<file path="src/hdl/cst_pkg.sv">
// Package with the constants, codes and character helpers of the CIGAR string tokenizer.
package cst_pkg;

    localparam int LEN_LIMIT_BITS = 28;
    localparam int ACC_W          = LEN_LIMIT_BITS + 1;
    localparam int PROD_W         = ACC_W + 4;
    localparam int OP_LEN_W       = 29;
    localparam int OP_CODE_W      = 4;
    localparam int STATUS_W       = 2;
    localparam int PHASE_W        = 2;
    localparam int CHAR_W         = 8;
    localparam int IN_DATA_W      = 8;
    localparam int OUT_DATA_W     = 40;

    typedef logic [ACC_W-1:0]     t_accum;
    typedef logic [PROD_W-1:0]    t_prod;
    typedef logic [OP_LEN_W-1:0]  t_op_len;
    typedef logic [OP_CODE_W-1:0] t_op_code;
    typedef logic [STATUS_W-1:0]  t_status;
    typedef logic [PHASE_W-1:0]   t_phase;
    typedef logic [CHAR_W-1:0]    t_char;

    localparam t_prod LEN_LIMIT = t_prod'(1) << LEN_LIMIT_BITS;

    localparam t_phase PH_NORMAL     = 2'd0;
    localparam t_phase PH_EMPTY_DONE = 2'd1;
    localparam t_phase PH_DROP       = 2'd2;

    localparam t_status ST_OP    = 2'd0;
    localparam t_status ST_EMPTY = 2'd1;
    localparam t_status ST_ERROR = 2'd2;

    localparam t_op_code OP_M  = 4'd0;
    localparam t_op_code OP_I  = 4'd1;
    localparam t_op_code OP_D  = 4'd2;
    localparam t_op_code OP_N  = 4'd3;
    localparam t_op_code OP_S  = 4'd4;
    localparam t_op_code OP_H  = 4'd5;
    localparam t_op_code OP_P  = 4'd6;
    localparam t_op_code OP_X  = 4'd7;
    localparam t_op_code OP_EQ = 4'd8;
    localparam t_op_code OP_B  = 4'd9;

    localparam t_char CH_STAR  = 8'h2A;
    localparam t_char CH_ZERO  = 8'h30;
    localparam t_char CH_NINE  = 8'h39;
    localparam t_char CH_SPACE = 8'h20;
    localparam t_char CH_TAB   = 8'h09;
    localparam t_char CH_CR    = 8'h0D;

    function automatic logic is_op_letter(input t_char c);
        logic r;
        unique case (c)
            "M", "I", "D", "N", "S", "H", "P", "X", "=", "B": r = 1'b1;
            default: r = 1'b0;
        endcase
        return r;
    endfunction

    function automatic t_op_code op_code_of(input t_char c);
        t_op_code r;
        unique case (c)
            "M": r = OP_M;
            "I": r = OP_I;
            "D": r = OP_D;
            "N": r = OP_N;
            "S": r = OP_S;
            "H": r = OP_H;
            "P": r = OP_P;
            "X": r = OP_X;
            "=": r = OP_EQ;
            "B": r = OP_B;
            default: r = OP_M;
        endcase
        return r;
    endfunction

    // Space, and the control characters from tab up to carriage return.
    function automatic logic is_white(input t_char c);
        return (c == CH_SPACE) || ((c >= CH_TAB) && (c <= CH_CR));
    endfunction

endpackage

</file>
<file path="src/hdl/cigar_string_tokenizer_core.sv">
// Top level of the CIGAR string tokenizer: one character per transfer in, one result out (operation, empty or error).
// A character is held in the input register; its result, if it produces one, then waits
// in the result register.
// Throughput: one character per cycle; the input register keeps taking characters while a
// result waits, as long as the waiting item produces no result.
// Reset (synchronous, active low) empties both registers and clears the parser state.
module cigar_string_tokenizer_core (
    input  logic                         i_clk,
    input  logic                         i_rst_n,
    input  logic                         i_s_tvalid,
    output logic                         o_s_tready,
    input  logic [cst_pkg::IN_DATA_W-1:0] i_s_tdata,  // [7:0] char_in
    input  logic                         i_s_tlast,  // last_char
    output logic                         o_m_tvalid,
    input  logic                         i_m_tready,
    output logic [cst_pkg::OUT_DATA_W-1:0] o_m_tdata, // [28:0] op_length, [32:29] op_code
    output logic [cst_pkg::STATUS_W-1:0] o_m_tuser,  // [1:0] status
    output logic                         o_m_tlast   // end_of_string
);

    logic              r_in_valid;
    cst_pkg::t_char    r_in_char;
    logic              r_in_last;

    cst_pkg::t_accum   r_accum,  n_accum;
    logic              r_digits, n_digits;
    logic              r_ops,    n_ops;
    cst_pkg::t_phase   r_phase,  n_phase;

    logic              r_out_valid;
    cst_pkg::t_op_len  r_out_len;
    cst_pkg::t_op_code r_out_code;
    cst_pkg::t_status  r_out_status;
    logic              r_out_eos;

    logic              emit;
    cst_pkg::t_op_len  res_len;
    cst_pkg::t_op_code res_code;
    cst_pkg::t_status  res_status;

    logic              is_digit;
    logic              is_star;
    cst_pkg::t_prod    prod;
    logic              advance;
    logic              in_xfer;

    assign is_digit = (r_in_char >= cst_pkg::CH_ZERO) && (r_in_char <= cst_pkg::CH_NINE);
    assign is_star  = (r_in_char == cst_pkg::CH_STAR);
    assign prod     = (cst_pkg::t_prod'(r_accum) << 3) + (cst_pkg::t_prod'(r_accum) << 1)
                    + cst_pkg::t_prod'(r_in_char[3:0]);

    always_comb begin
        n_accum    = r_accum;
        n_digits   = r_digits;
        n_ops      = r_ops;
        n_phase    = r_phase;
        emit       = 1'b0;
        res_len    = '0;
        res_code   = cst_pkg::OP_M;
        res_status = cst_pkg::ST_ERROR;
        unique case (r_phase)
            cst_pkg::PH_NORMAL: begin
                priority if (is_digit) begin
                    n_accum  = prod[cst_pkg::ACC_W-1:0];
                    n_digits = 1'b1;
                    if ((prod > cst_pkg::LEN_LIMIT) || r_in_last) begin
                        emit    = 1'b1;
                        n_phase = cst_pkg::PH_DROP;
                    end
                end else if ((is_star && r_digits) ||
                             (!is_star && !cst_pkg::is_op_letter(r_in_char))) begin
                    emit    = 1'b1;
                    n_phase = cst_pkg::PH_DROP;
                end else begin
                    emit     = 1'b1;
                    n_accum  = '0;
                    n_digits = 1'b0;
                    priority if (is_star || (r_accum == '0)) begin
                        if (r_ops) begin
                            n_phase = cst_pkg::PH_DROP;
                        end else begin
                            res_status = cst_pkg::ST_EMPTY;
                            n_phase    = cst_pkg::PH_EMPTY_DONE;
                        end
                    end else begin
                        res_len    = cst_pkg::OP_LEN_W'(r_accum);
                        res_code   = cst_pkg::op_code_of(r_in_char);
                        res_status = cst_pkg::ST_OP;
                        n_ops      = 1'b1;
                    end
                end
            end
            cst_pkg::PH_EMPTY_DONE: begin
                if (!cst_pkg::is_white(r_in_char)) begin
                    emit    = 1'b1;
                    n_phase = cst_pkg::PH_DROP;
                end
            end
            default: begin
            end
        endcase
        if (r_in_last) begin
            n_accum  = '0;
            n_digits = 1'b0;
            n_ops    = 1'b0;
            n_phase  = cst_pkg::PH_NORMAL;
        end
    end

    assign advance    = r_in_valid && (!emit || !r_out_valid || i_m_tready);
    assign o_s_tready = !r_in_valid || advance;
    assign in_xfer    = i_s_tvalid && o_s_tready;

    always_ff @(posedge i_clk) begin
        if (!i_rst_n) begin
            r_in_valid  <= 1'b0;
            r_out_valid <= 1'b0;
            r_accum     <= '0;
            r_digits    <= 1'b0;
            r_ops       <= 1'b0;
            r_phase     <= cst_pkg::PH_NORMAL;
        end else begin
            if (in_xfer) begin
                r_in_valid <= 1'b1;
            end else if (advance) begin
                r_in_valid <= 1'b0;
            end
            if (advance && emit) begin
                r_out_valid <= 1'b1;
            end else if (i_m_tready) begin
                r_out_valid <= 1'b0;
            end
            if (advance) begin
                r_accum  <= n_accum;
                r_digits <= n_digits;
                r_ops    <= n_ops;
                r_phase  <= n_phase;
            end
        end
    end

    always_ff @(posedge i_clk) begin
        if (in_xfer) begin
            r_in_char <= i_s_tdata[cst_pkg::CHAR_W-1:0];
            r_in_last <= i_s_tlast;
        end
        if (advance && emit) begin
            r_out_len    <= res_len;
            r_out_code   <= res_code;
            r_out_status <= res_status;
            r_out_eos    <= r_in_last;
        end
    end

    assign o_m_tvalid = r_out_valid;
    assign o_m_tdata  = {{(cst_pkg::OUT_DATA_W - cst_pkg::OP_LEN_W - cst_pkg::OP_CODE_W){1'b0}},
                         r_out_code, r_out_len};
    assign o_m_tuser  = r_out_status;
    assign o_m_tlast  = r_out_eos;

    a_accum_bound: assert property (@(posedge i_clk) disable iff (!i_rst_n)
        (r_phase == cst_pkg::PH_NORMAL) |-> (cst_pkg::t_prod'(r_accum) <= cst_pkg::LEN_LIMIT))
        else $error("Length accumulator above the limit while parsing.");

    a_clear_on_last: assert property (@(posedge i_clk) disable iff (!i_rst_n)
        (advance && r_in_last) |=>
            (r_phase == cst_pkg::PH_NORMAL) && !r_ops && !r_digits && (r_accum == '0))
        else $error("Parser state not cleared after the last character.");

    a_op_nonzero: assert property (@(posedge i_clk) disable iff (!i_rst_n)
        (r_out_valid && (r_out_status == cst_pkg::ST_OP)) |-> (r_out_len != '0))
        else $error("Operation transfer with a zero length.");

    a_non_op_zero: assert property (@(posedge i_clk) disable iff (!i_rst_n)
        (r_out_valid && (r_out_status != cst_pkg::ST_OP)) |->
            ((r_out_len == '0) && (r_out_code == cst_pkg::OP_M)))
        else $error("Empty or error transfer carries a length or a code.");

endmodule
</file>
<file path="config.mk">
export PLATFORM = sky130hd
export DESIGN_NAME = cigar_string_tokenizer_core
export DESIGN_NICKNAME = d
export VERILOG_FILES = /design/src/hdl/cst_pkg.sv /design/src/hdl/cigar_string_tokenizer_core.sv
export SDC_FILE = /design/constraint.sdc
export NUM_CORES = 1
export LEC_CHECK = 0
export ABC_AREA = 1
export BUFFER_PORTS_ARGS = -buffer_cell sky130_fd_sc_hd__clkbuf_2
export CORE_ASPECT_RATIO = 0.9
export CORE_MARGIN = 3
export CORE_UTILIZATION = 48
export CTS_CLUSTER_SIZE = 16
export DETAILED_ROUTE_END_ITERATION = 8
export PLACE_DENSITY_LB_ADDON = 0.2
export SYNTH_ARGS = -nofsm -noshare
export SYNTH_HDL_FRONTEND = slang
export SYNTH_SLANG_ARGS = --single-unit
</file>
<file path="constraint.sdc">
create_clock -name i_clk -period 3.65 [get_ports i_clk]
set_input_delay 0.73 -clock i_clk [delete_from_list [all_inputs] [get_ports i_clk]]
set_output_delay 0.73 -clock i_clk [all_outputs]
set_load 0.05 [all_outputs]
</file>
==> metrics.yaml <==
failed_checks: "setup timing"
synth.mux.area_fraction_pct: 0
final_cell_mix: "192 x nand2_1, 143 x inv_1, 133 x buf_4"
reg2reg_to: "r_accum[2]"
finalSetupViolations: 71
synth_warnings: 0
first_global_vias: 6353
synth.avg_cell_area_sq_um: 6.79
synth_top_family_by_area: "simple AND/OR/NAND/NOR gates"
antenna_cells: 0
cts.clk_slew.worst_paths_ps: 60
worst-setup-path-type: "reg -> out"
hp-start: "r_accum[6]"
ys_ff_latch: 80
worst-path-buf-inv: 3
die_height_um: 115
cp_top_family: "simple AND/OR/NAND/NOR gates"
fin_crit_ps: 4130
cts_root_buffer: "clkbuf_16"
die-area_sq_um: 14500
cp-end-kind: "output pin"
rsz0062_at_grt: "yes"
grt_pass1_wl_mm: 29.7
cts_tree: "yes"
r2r_slack_ps: -310
cp_max_fo: 3
core_area_sq_um: 12700
synth_top_area_share_pct: 21.5
cts_made_buffers: 9
postSynth.asyncResetShare_pct: 0
globalRouteOverflowTotal: 0
post_drt_via_cell_ratio: 5.24
drc: 0
slew_viol_final: 0
worst_slack_ps: -484
synth_top_flop_cell: "edfxtp_1"
yosys.area_share.simple_pct: 35.7
place_inst: 1231
slowest_stage: "fa_1"
p_leak_nw: 4.23
final.setup.tns_ps: -19930
start_util_pct: 49.4
dr.first_iter.drc_count: 660
hpwlAfterDp_mm: 14.0
synth-edff-count: 45
track_usage_pct: 25.3
syn-cell-area_sq_um: 6300
ioPinCount: 58
max_freq_mhz: 242
cp-start-kind: "register"
wl_mm: 19.9
yosysUniqueCellTypes: 43
num_rows: 39
vias: 6736
gp_congestion: 0.913
crit_arrival_ps: 3400
clkLatencyLatePin_ps: 340
cellPowerDensity_nw_per_um2: 258
detail-route-antenna-nets: 0
outcome: "complete, but fails checks"
firstDrtPassIters: 5
htree_levels: 3
die_w_um: 127
synth_area_leaders: "edfxtp_1 21%, nand2_1 15%, ha_1 11%"
area_growth_pct: 39.8
drive_above_1_share_pct: 32.8
grt_max_degree: 34
path_depth: 23
slew_headroom_pct: 12.1
syn-instance-count: 927
synth_compound_area_share_pct: 6.88
r2r_cells: 31
clock_path_buffers: 2
crit_path_frequent_cell: "nand2_2"
antenna_found_initial: 0
max_stage_delay_ps: 480
period_share_pct: 113
synth_seq_area_share_pct: 32.6
yosys.area_share.adder_pct: 12.0
yosys.area.top_type: "edfxtp_1"
hold_depth: 2
hp-class: "reg -> reg"
worstPathCellList: "inv_2, fa_1, fa_2, inv_2, nand2_2, nand2_4, nand3_4, nand2_4, nand2_4, nand2_2, nand2_2, nand2_2, nand2_1, nor2_1, nand3_1, nor2_2, nand2_1, nand2_2, nand2_2, nand2_2, nand2_2, nand3_2, buf_8"
io_buffers: 50
final_common_cell: "nand2_1"
hold_viol_final: 0
skew_ps: 12.2
wl_per_cell_um: 15.5
cts_sinks: 80
regToRegStartpoint: "r_in_char[3]"
finalNonFillerCells: 1285
tightest_slew_ps: 1320
critical_path.startpoint: "r_in_char[3]"
synth_xor_area_share_pct: 0.556
maxCapViolations: 0
worst_ir_drop_vdd_mv: 0.273
cp.required_ps: 2920
nets: 1188
hold_path_end: "r_accum[6]"
cell usage after synthesis, types with 2 or more instances:
library cell,count
o21ai_1,2
o21ai_0,8
fa_1,2
a31oi_1,2
xnor2_1,3
nand3b_1,12
nor2_2,4
nand2_1,256
nand2_2,6
nor2_1,111
nor4_1,6
inv_2,5
nand3_1,63
edfxtp_1,45
nand2_4,2
a21oi_1,60
nand4_1,20
clkbuf_1,14
nor3_1,32
ha_1,57
buf_4,7
buf_6,7
inv_1,147
nor3_2,3
dfxtp_1,35
how the worst max path moves through the flow:
stage / to / slack (ps)
2_1_floorplan: o_m_tlast / 20
3_3_place_gp: o_s_tready / -160
3_5_place_dp: o_s_tready / -200
4_1_cts: o_s_tready / -330
5_1_grt: o_s_tready / -640
6_report: o_s_tready / -480
area by class of cell:
class,count,area (sq um)
timing repair inverter,1,7.51
timing repair buffer,200,1570
multi-input combinational,670,4050
clock buffer,9,225
fill,1029,3930
sequential,80,2060
tap,164,205
inverter,154,588
clock inverter,7,104
layer usage:
metal	vias to the layer above	part of all wire [%]	track usage (%)
met3	57	6.4	5.04
met5	-	0	0
met2	265	47	41.7
met4	0	3.1	10.7
li1	3361	-	-
met1	3053	43	32.5
metrics by stage:
stage          worst slack [ps]  instance area, sq um  hold slack (ps)  util (%)  power [mW]
5_1_grt                    -639                  8800              512      69.1        2.33
6_report                   -484                  8800              489      69.1        2.27
3_5_place_dp               -199                  7510              470      59.0        1.24
4_1_cts                    -332                  8180              477      64.2        2.23
2_1_floorplan              15.2                  6330              439         -        1.18
3_3_place_gp               -157                  7510              455      59.0        1.24
registers in the layout (all words and copies together), names as in the netlist, 2 cells and up:
name,cells
r_in_char,8
r_out_code,4
r_accum,29
o_m_tuser,2
r_phase,2
r_out_len,29
power by group:
group / switching [mW] / internal (mW) / total (mW) / leakage [nW]
clock network: 0.391 / 0.607 / 0.999 / 0.154
logic: 0.200 / 0.0804 / 0.280 / 3.37
registers: 0.0119 / 0.978 / 0.990 / 0.709
timing repair:
item                       4_1_cts  5_1_grt
hold buffers                     0        0
gates cloned                     0        5
setup endpoints to repair       27       80
pin swaps                       23       38
gates resized for setup         27      140
buffers inserted                32        8
tightest hold or removal path: stages, from the launching register on:
cell	delay (ps)
dfxtp_2	350
nand2_4	70
a21oi_2	40
logic make-up (layout without fill, tap and decap cells):
| family | Yosys count | in the layout |
|---|---|---|
| adders and majority gates | 59 | 59 |
| xor gates and xnor gates | 4 | 4 |
| AOI/OAI and AO/OA | 81 | 81 |
| buffers and inverters | 183 | 371 |
| other | 1 | 7 |
| DFF | 80 | 80 |
| and+or+nand+nor | 519 | 519 |
Power figures use the tool's default switching activity.
